==> src/rtl/slt_pkg.sv <==
`default_nettype none
// ----------------------------------------------------------------------------
// slt_pkg: shared types and constants for the sorted list table
// Request and result structures, opcodes, controller states and commands.
// ----------------------------------------------------------------------------
package slt_pkg;

	localparam int DEPTH_DEF      = 16;
	localparam int ITEM_WIDTH_DEF = 32;
	localparam int OPCODE_W       = 3;
	localparam int VALUE_W        = 32;
	localparam int COUNT_W        = 5;

	typedef enum logic [OPCODE_W-1:0] {
		OP_INSERT   = 3'd0,
		OP_DELETE   = 3'd1,
		OP_LOOKUP   = 3'd2,
		OP_ITER_RST = 3'd3,
		OP_NEXT     = 3'd4,
		OP_CLEAR    = 3'd5
	} opcode_t;

	typedef struct packed {
		logic [OPCODE_W-1:0] opcode;
		logic [VALUE_W-1:0]  item_value;
	} req_item_t;

	typedef struct packed {
		logic               success;
		logic [VALUE_W-1:0] item_out;
		logic               end_of_list;
		logic [COUNT_W-1:0] entry_count;
	} rsp_item_t;

	typedef enum logic [1:0] {
		ST_IDLE,
		ST_CMP,
		ST_UPD,
		ST_DONE
	} ctl_state_t;

	typedef struct packed {
		logic load;
		logic eval;
		logic apply;
	} slt_cmd_t;

endpackage
`default_nettype wire

==> src/rtl/sorted_list_table.sv <==
`default_nettype none
// ----------------------------------------------------------------------------
// sorted_list_table: ordered table with insert, delete, lookup and iterator
// Keeps up to DEPTH items in ascending order in a row of compare-and-shift
// cells driven by a small sequencer.
//
//   Channel   Direction  Handshake             Payload
//   request   in         req_valid/req_stall   slt_pkg::req_item_t
//   result    out        rsp_valid/rsp_stall   slt_pkg::rsp_item_t
//
// A request steps through accept, compare in all cells, then update.
// The result is presented from the cycle after the update, and the next
// request may enter in the cycle the result is taken, not before it.
// Reset leaves the table empty and the iterator before the head.
// A stalled result holds, and further requests are stalled meanwhile.
// ----------------------------------------------------------------------------
module sorted_list_table #(
	parameter int DEPTH      = slt_pkg::DEPTH_DEF,
	parameter int ITEM_WIDTH = slt_pkg::ITEM_WIDTH_DEF
) (
	input  wire logic               clk,
	input  wire logic               arst_n,
	input  wire logic               req_valid,
	output      logic               req_stall,
	input  wire slt_pkg::req_item_t req_data,
	output      logic               rsp_valid,
	input  wire logic               rsp_stall,
	output      slt_pkg::rsp_item_t rsp_data
);
	import slt_pkg::*;

	slt_cmd_t cmd;

	slt_ctrl u_ctrl (
		.clk       (clk),
		.arst_n    (arst_n),
		.req_valid (req_valid),
		.req_stall (req_stall),
		.rsp_valid (rsp_valid),
		.rsp_stall (rsp_stall),
		.cmd       (cmd)
	);

	slt_datapath #(
		.DEPTH      (DEPTH),
		.ITEM_WIDTH (ITEM_WIDTH)
	) u_datapath (
		.clk      (clk),
		.arst_n   (arst_n),
		.cmd      (cmd),
		.req_data (req_data),
		.rsp_data (rsp_data)
	);

endmodule
`default_nettype wire

==> src/rtl/slt_ctrl.sv <==
`default_nettype none
// ----------------------------------------------------------------------------
// slt_ctrl: sequencer for the sorted list table
// Steps each request through compare, update and result hand-off.
// ----------------------------------------------------------------------------
module slt_ctrl (
	input  wire logic             clk,
	input  wire logic             arst_n,
	input  wire logic             req_valid,
	output      logic             req_stall,
	output      logic             rsp_valid,
	input  wire logic             rsp_stall,
	output      slt_pkg::slt_cmd_t cmd
);
	import slt_pkg::*;

	ctl_state_t state_q;
	ctl_state_t state_nxt;
	logic       accept;

	always_ff @(posedge clk or negedge arst_n) begin
		if (!arst_n) begin
			state_q <= ST_IDLE;
		end else begin
			state_q <= state_nxt;
		end
	end

	always_comb begin
		state_nxt = state_q;
		req_stall = 1'b1;
		rsp_valid = 1'b0;
		accept    = 1'b0;
		cmd       = '0;
		case (state_q)
			ST_IDLE: begin
				req_stall = 1'b0;
				accept    = req_valid;
				if (accept) begin
					state_nxt = ST_CMP;
				end
			end
			ST_CMP: begin
				cmd.eval  = 1'b1;
				state_nxt = ST_UPD;
			end
			ST_UPD: begin
				cmd.apply = 1'b1;
				state_nxt = ST_DONE;
			end
			ST_DONE: begin
				rsp_valid = 1'b1;
				// A new request may enter in the same cycle the result leaves.
				req_stall = rsp_stall;
				accept    = req_valid && !rsp_stall;
				if (!rsp_stall) begin
					state_nxt = accept ? ST_CMP : ST_IDLE;
				end
			end
			default: begin
				state_nxt = ST_IDLE;
			end
		endcase
		cmd.load = accept;
	end

endmodule
`default_nettype wire

==> src/rtl/slt_datapath.sv <==
`default_nettype none
// ----------------------------------------------------------------------------
// slt_datapath: row of compare-and-shift cells with iterator and count
// Each cell compares its entry with the request item, then shifts in place.
// ----------------------------------------------------------------------------
module slt_datapath #(
	parameter int DEPTH      = slt_pkg::DEPTH_DEF,
	parameter int ITEM_WIDTH = slt_pkg::ITEM_WIDTH_DEF
) (
	input  wire logic              clk,
	input  wire logic              arst_n,
	input  wire slt_pkg::slt_cmd_t cmd,
	input  wire slt_pkg::req_item_t req_data,
	output      slt_pkg::rsp_item_t rsp_data
);
	import slt_pkg::*;

	localparam int CNT_W = $clog2(DEPTH + 1);
	localparam int IDX_W = $clog2(DEPTH);

	logic [ITEM_WIDTH-1:0]         ent_q [DEPTH];
	logic [ITEM_WIDTH-1:0]         ent_nxt [DEPTH];
	logic [CNT_W-1:0]              count_q;
	logic                          iter_valid_q;
	logic [IDX_W-1:0]              iter_idx_q;
	logic [OPCODE_W-1:0]           op_q;
	logic [ITEM_WIDTH-1:0]         item_q;
	logic [DEPTH-1:0]              lt_s1;
	logic [DEPTH-1:0]              eq_s1;
	logic [CNT_W-1:0]              pos_s1;
	logic                          rd_s1;
	logic                          success_q;
	logic [ITEM_WIDTH-1:0]         res_item_q;
	logic                          eol_q;

	logic [ITEM_WIDTH+VALUE_W-1:0] in_ext;
	logic [ITEM_WIDTH+VALUE_W-1:0] out_ext;
	logic [CNT_W+COUNT_W-1:0]      cnt_ext;
	logic [CNT_W-1:0]              pos_nxt;
	logic                          found;
	logic                          ins_ok;
	logic                          do_ins;
	logic                          do_del;

	assign in_ext  = {{ITEM_WIDTH{1'b0}}, req_data.item_value};
	assign out_ext = {{VALUE_W{1'b0}}, res_item_q};
	assign cnt_ext = {{COUNT_W{1'b0}}, count_q};

	assign pos_nxt = iter_valid_q ? (CNT_W'(iter_idx_q) + CNT_W'(1)) : '0;
	assign found   = |eq_s1;
	assign ins_ok  = count_q < CNT_W'(DEPTH);
	assign do_ins  = (op_q == OP_INSERT) && ins_ok;
	assign do_del  = (op_q == OP_DELETE) && found;

	always_ff @(posedge clk) begin
		if (cmd.load) begin
			op_q   <= req_data.opcode;
			item_q <= in_ext[ITEM_WIDTH-1:0];
		end
	end

	// Compare stage: every cell judges its own entry against the item.
	always_ff @(posedge clk) begin
		if (cmd.eval) begin
			for (int i = 0; i < DEPTH; i++) begin
				lt_s1[i] <= (CNT_W'(i) < count_q) && (ent_q[i] < item_q);
				eq_s1[i] <= (CNT_W'(i) < count_q) && (ent_q[i] == item_q);
			end
			pos_s1 <= pos_nxt;
			rd_s1  <= pos_nxt < count_q;
		end
	end

	// Entries are sorted, so the less-than flags form a prefix; on insert the cell where
	// the prefix ends takes the new item and the cells above it shift up, on delete they shift down.
	always_comb begin
		for (int i = 0; i < DEPTH; i++) begin
			ent_nxt[i] = ent_q[i];
		end
		if (do_ins) begin
			if (!lt_s1[0]) begin
				ent_nxt[0] = item_q;
			end
			for (int i = 1; i < DEPTH; i++) begin
				if (!lt_s1[i]) begin
					ent_nxt[i] = lt_s1[i-1] ? item_q : ent_q[i-1];
				end
			end
		end else if (do_del) begin
			for (int i = 0; i < DEPTH - 1; i++) begin
				if (!lt_s1[i]) begin
					ent_nxt[i] = ent_q[i+1];
				end
			end
		end
	end

	always_ff @(posedge clk) begin
		if (cmd.apply) begin
			for (int i = 0; i < DEPTH; i++) begin
				ent_q[i] <= ent_nxt[i];
			end
		end
	end

	always_ff @(posedge clk or negedge arst_n) begin
		if (!arst_n) begin
			count_q      <= '0;
			iter_valid_q <= 1'b0;
			iter_idx_q   <= '0;
		end else if (cmd.apply) begin
			case (opcode_t'(op_q))
				OP_INSERT: begin
					if (ins_ok) begin
						count_q <= count_q + CNT_W'(1);
					end
				end
				OP_DELETE: begin
					if (found) begin
						count_q <= count_q - CNT_W'(1);
					end
				end
				OP_ITER_RST: begin
					iter_valid_q <= 1'b0;
					iter_idx_q   <= '0;
				end
				OP_NEXT: begin
					iter_valid_q <= rd_s1;
					iter_idx_q   <= rd_s1 ? pos_s1[IDX_W-1:0] : '0;
				end
				OP_CLEAR: begin
					count_q      <= '0;
					iter_valid_q <= 1'b0;
					iter_idx_q   <= '0;
				end
				default: begin
				end
			endcase
		end
	end

	always_ff @(posedge clk) begin
		if (cmd.apply) begin
			success_q  <= 1'b0;
			res_item_q <= item_q;
			eol_q      <= 1'b0;
			case (opcode_t'(op_q))
				OP_INSERT: begin
					success_q <= ins_ok;
				end
				OP_DELETE, OP_LOOKUP: begin
					success_q <= found;
				end
				OP_ITER_RST, OP_CLEAR: begin
					success_q <= 1'b1;
				end
				OP_NEXT: begin
					success_q  <= rd_s1;
					eol_q      <= !rd_s1;
					res_item_q <= rd_s1 ? ent_q[pos_s1[IDX_W-1:0]] : '0;
				end
				default: begin
				end
			endcase
		end
	end

	// The count changes only in the update step, so it is still current here.
	always_comb begin
		rsp_data.success     = success_q;
		rsp_data.item_out    = out_ext[VALUE_W-1:0];
		rsp_data.end_of_list = eol_q;
		rsp_data.entry_count = cnt_ext[COUNT_W-1:0];
	end

endmodule
`default_nettype wire
==> config.mk <==
export PLATFORM = sky130hd
export DESIGN_NAME = sorted_list_table
export DESIGN_NICKNAME = d
export VERILOG_FILES = /design/src/rtl/slt_pkg.sv /design/src/rtl/sorted_list_table.sv /design/src/rtl/slt_ctrl.sv /design/src/rtl/slt_datapath.sv
export SDC_FILE = /design/constraint.sdc
export NUM_CORES = 2
export LEC_CHECK = 0
export ABC_CLOCK_PERIOD_IN_PS = 12910
export BUFFER_PORTS_ARGS = -buffer_cell sky130_fd_sc_hd__buf_4
export CAP_MARGIN = 40
export CORE_AREA = 2 2 309 281
export CTS_CLUSTER_SIZE = 30
export DETAILED_ROUTE_END_ITERATION = 12
export DIE_AREA = 0 0 311 283
export GPL_TIMING_DRIVEN = 1
export PLACE_DENSITY = 0.7
export SLEW_MARGIN = 20
export SYNTH_ARGS = -nofsm -noshare
export SYNTH_HDL_FRONTEND = slang
export SYNTH_SLANG_ARGS = --single-unit
==> constraint.sdc <==
create_clock -name clk -period 12.91 [get_ports clk]
set_input_delay 1.9365 -clock clk [delete_from_list [all_inputs] [get_ports clk]]
set_output_delay 1.9365 -clock clk [all_outputs]
set_load 0.05 [all_outputs]
; After elaboration in Yosys (flattened, before gate mapping)
; Memories as Yosys holds them, arrays and structs flattened. A register that Yosys moved wholly into a read port is not among the register bits.
; Index checks and enable logic that the tools add are counted.
[op_classes]
n_reduce_logical = 47
eq_ne = 28
muxes = 71
magnitude_cmp = 34
add_sub_neg = 3
[ops]
columns = operator, n
row1 = 32-bit two-way mux, 49
row2 = 480-bit two-way mux, 2
row3 = 32-bit equality test, 16
row4 = 32-bit < comparator, 16
row5 = "4-bit by 5-bit < comparator with 1-bit output, first input constant", 8
row6 = 1-bit logical AND, 35
row7 = "3-bit by 5-bit < comparator with 1-bit output, first input constant", 4
row8 = 16-bit OR reduction, 1
row9 = 5-bit two-way mux, 3
row10 = 5-bit case mux with 3 select lines, 1
row11 = "1-bit by 5-bit < comparator with 1-bit output, first input constant", 2
row12 = "2-bit by 5-bit < comparator with 1-bit output, first input constant", 2
row13 = 4-bit two-way mux, 2
row14 = 2-bit case mux with 4 select lines, 1
row15 = 4-bit case mux with 2 select lines, 1
row16 = "3-bit by 2-bit equality test with 1-bit output, second input constant", 2
row17 = "3-bit equality test, second input constant", 2
row18 = 1-bit two-way mux, 6
row19 = 1-bit case mux with 2 select lines, 3
row20 = "4-bit by 1-bit adder with 5-bit output, second input constant", 1
row21 = "5-bit by 1-bit adder with 5-bit output, second input constant", 1
row22 = 5-bit < comparator, 1
row23 = "5-bit < comparator, second input constant", 1
row24 = "5-bit by 1-bit subtractor with 5-bit output, second input constant", 1
row25 = other kinds (15), 22
[totals]
reg_bits = 118
n_memories = 1
elab_cells = 197
out_inout_bits = 41
input_bits = 39
mem_bits_rw = 512
[mem_list]
columns = name, depth, word_bits, read_ports, rd_ports_with_merged_regs, wr, line
row1 = u_datapath.ent_q, 16, 32, 17, 1, 16, slt_datapath.sv:21  ; logic [ITEM_WIDTH-1:0] ent_q [DEPTH];

; Depth between registers and ports, before layout
[logic_depth]
depth_word = 5
depth_mapped = 8
ltp_nobuf = 7

; By module
; From an unflattened synthesis, not the netlist that was laid out.
[hier_totals]
cells_unflattened = 4152
hier_area_um2 = 45344.7
[by_module_without_submodules]
columns = module, cells_per_inst, area_each_um2, n_inst, seq_area_each_um2
row1 = slt_datapath, 4131, 45135.8, 1, 18888.1
row2 = slt_ctrl, 21, 209.0, 1, 50.0

; Worst setup path before layout
; OpenSTA, ideal clock, no wires.
[synth_timing]
path_kind = in2reg
from = in rsp_stall
to = reg u_datapath.item_q[0], enable pin
required_time_ns = 12.432
path_slack_ns = 7.777
path_stages = 3
setup_time_ns = 0.478
n_path_buf = 0
t_arrival_ns = 4.655
cell_sequence = inv_1 > a21oi_1 > nor3b_1
[synth_via]
elab_chain_len = 3
[synth_lines]
columns = element, line
row1 = "start, declared", sorted_list_table.sv:27  ; input wire logic rsp_stall,
row2 = 1-bit zero test, slt_ctrl.sv:55  ; accept = req_valid && !rsp_stall;
row3 = 1-bit logical AND, slt_ctrl.sv:55
row4 = 1-bit case mux with 2 select lines, slt_ctrl.sv:35  ; case (state_q)
row5 = net u_ctrl.accept, slt_ctrl.sv:19  ; logic accept;
row6 = "end signal, assigned", slt_datapath.sv:58  ; item_q <= in_ext[ITEM_WIDTH-1:0];
row7 = "end, declared", slt_datapath.sv:27  ; logic [ITEM_WIDTH-1:0] item_q;
; The timed path passes the listed nets, and every way through them passes these cells.
; A chain may end at the register's enable or synchronous reset.

; Worst setup path in the final report
[layout_timing]
from = in rsp_stall
to = out req_stall
[layout_via]
elab_chain_len = 1
[layout_lines]
columns = element, line
row1 = 1-bit case mux with 2 select lines, slt_ctrl.sv:35
row2 = "end, declared", sorted_list_table.sv:24  ; output logic req_stall,
; No other way between the ends.

==> reports/metrics.yaml <==
timing:
  relSlewSlack_pct: 25.6
  fin_crit_ns: 4.33
  setup-violations-final: 0
  fmax_ghz: 0.231
  worstMarginPinSlew_ns: 1.12
  setup_tns_ns: 0
  hold_viol: 0
  fin_crit_sh_pct: 33.5
  skew_ns: 0.0163
  rsz0062_at_grt: "no"
  slew_viol_final: 0
run_status:
  status: "complete, no violations"
global_routing:
  grt_pass1_vias: 32600
  grt.total_usage_pct: 30.0
  overflow: 0
  grt_first_pass_wirelength_um: 204000
  grt_max_degree: 253
  antenna_found_initial: 2
final_layout:
  final_common_cell: "a21oi_1"
  fin_area_um2: 50100
  antenna_cells: 0
  final_cell_mix: "a21oi_1 (675), edfxtp_1 (618), ha_1 (523)"
  drive_above_1_share_pct: 11.4
  fill_cells: 7051
  fin_nets: 4694
  syn2layout_area_growth_pct: 10.2
floorplanning:
  fp.dieW_um: 311
  die_y_um: 283
  die-area_um2: 88000
  start_util_pct: 53.5
  core-area_um2: 85000
  row_count: 102
  ioPinCount: 80
job:
  cap_violations: 0
synth:
  ys_types: 68
  async_reset_ff_share_pct: 1.89
  seq_area_frac_synth_pct: 41.7
  ys_ff_latch: 634
  syn_inst: 4159
  yosysWarnings: 0
  avgSynthCellArea_um2: 10.9
  synth_ff_type: "edfxtp_1"
  syn-cell-area_um2: 45400
  synth_edf_count: 618
  syn_nets: 4723
detailed_routing:
  antenna_left: 0
  vias: 34700
  wl_per_cell_um: 25.4
  drc: 0
  viasPerCell: 6.52
  wl_um: 135000
  first_iter_violations: 4392
  drtPass1Iterations: 6
worst_setup_path:
  rr_endpoint: "u_datapath.ent_q[2][9]"
  cpMostUsedCell: "buf_4"
  cp_max_fo: 2
  endpoint_kind: "output pin"
  r2r_cells: 8
  worstSetupStartpointType: "primary input"
  timing.rr.start: "u_datapath.count_q[4]"
  max_stage_delay_ns: 0.20
  worstPathCellList: "buf_4 > nand2_1 > o21ai_0 > buf_4"
  cp.arrival_ns: 2.39
  worstSetupPathType: "in -> out"
  cp.required_ns: 10.97
  reg2reg_slack_ns: 9.12
  cp_slowest_cell: "buf_4"
placement:
  dp_hpwl_um: 98900
  io_buffers: 79
  placed_area_um2: 47500
  gp_congestion: 0.930
cts:
  postCtsResizedCells: 0
  ctsHoldBuffers: 0
  cts_sinks: 634
  clkLatencyLatePin_ns: 0.64
  cts_setup_buffers: 0
  cts_buffer_depth: 3
  tritoncts.num_buffers: 75
  cts_htree_levels: 3
  cts_tree: "built"
  clockRootBuffer: "clkbuf_16"
  path_clk_slew_ns: 0.06
worst_hold_path:
  hp-class: "reg -> reg"
  hp-start: "u_datapath.pos_s1[2]"
  hold_depth: 1
  whs_endpoint: "u_datapath.iter_idx_q[2]"
power_and_ir_drop:
  leakagePower_nw: 19.7
  vdd_drop_max_mv: 0.122
  powerDensity_nw_per_um2: 192
registers in the layout, summed over array words and instances (netlist names), named ones only:
name / cells
u_datapath.op_q: 3
u_datapath.rd_s1: 1
u_datapath.success_q: 1
u_datapath.eq_s1: 16
u_datapath.pos_s1: 4
u_datapath.item_q: 32
u_ctrl.state_q: 2
u_datapath.count_q: 5
u_datapath.res_item_q: 32
u_datapath.iter_valid_q: 1
u_datapath.iter_idx_q: 4
u_datapath.eol_q: 1
u_datapath.ent_q: 512
u_datapath.lt_s1: 16
routing by layer:
metal  vias up  share of wire [%]  global-route usage, %
li1      15900                  -                      -
met1     16700                 44                   45.8
met2      1899                 41                   41.6
met3       253                 12                   7.03
met4         2                3.6                   10.4
met5         -             0.0096                      0
area by class of cell:
| cell class | instances | area (µm²) | area share [%] |
|---|---|---|---|
| inverters | 75 | 282 | 0.562 |
| flip-flops and latches | 634 | 19000 | 37.8 |
| well taps | 1144 | 1430 | 2.86 |
| clock buffers | 103 | 2050 | 4.10 |
| repair buffers | 187 | 1960 | 3.92 |
| clock inverters | 29 | 334 | 0.667 |
| multi-input cells | 3157 | 25100 | 50.0 |
cell families after synthesis:
family | after synthesis | share of synthesized area, %
AOI/OAI and AO/OA | 1008 | 12.8
xor gates and xnor gates | 2 | 0.0386
adders and majority gates | 525 | 14.5
buffers and inverters | 368 | 3.47
DFF | 634 | 41.7
muxes | 646 | 17.9
and+or+nand+nor | 976 | 9.69
worst max-delay path by stage:
stage	startpoint	endpoint	slack, ns	cells past startpoint
after floorplan	rsp_stall	u_datapath.item_q[0]	7.78	3
after global placement	rsp_stall	req_stall	8.59	4
after detailed placement	rsp_stall	req_stall	8.59	4
after CTS	rsp_stall	req_stall	8.59	4
after global routing	rsp_stall	req_stall	8.54	4
final	rsp_stall	req_stall	8.58	4
synthesized netlist by cell type (9+ instances only):
master / count / area share [%]
a2111oi_0: 9 / 0.17
a211oi_1: 47 / 0.78
a21o_1: 57 / 0.94
a21oi_1: 675 / 7.4
a221o_1: 10 / 0.22
a221oi_1: 13 / 0.25
a22o_1: 39 / 0.75
and4_1: 22 / 0.42
buf_1: 14 / 0.12
buf_2: 90 / 0.99
buf_6: 10 / 0.25
clkbuf_1: 177 / 1.5
dfrtp_1: 12 / 0.66
edfxtp_1: 618 / 41
ha_1: 525 / 14
inv_1: 75 / 0.62
mux2_2: 36 / 0.89
mux2i_1: 482 / 11
mux4_2: 128 / 6.3
nand2_1: 155 / 1.3
nand3_1: 55 / 0.61
nand4_1: 89 / 1.2
nor2_1: 524 / 4.3
nor2b_1: 47 / 0.65
nor3_1: 17 / 0.19
nor4_1: 25 / 0.34
o21a_1: 10 / 0.17
o21ai_0: 88 / 0.97
stage by stage:
stage	setup slack, ns	util, %	total power [mW]	cells	hold slack, ns
CTS	8.59	58.6	9.49	5315	0.502
floorplan	7.78	-	6.02	4159	0.471
global placement	8.59	55.1	7.15	5157	0.481
detailed placement	8.59	55.8	7.34	5183	0.489
global route	8.54	58.9	10.0	5329	0.523
finish	8.58	58.9	9.60	5329	0.502
power breakdown:
group | switching [mW] | internal [mW]
Combinational | 2.60 | 1.73
Sequential | 0.408 | 2.71
Clock | 0.884 | 1.27
critical path: cells and delay by family:
family	cells	cell delay (ns)
compound gates	1	0.08
simple gates	1	0.06
buf+inv	2	0.31
Power figures use the tool's default switching activity.
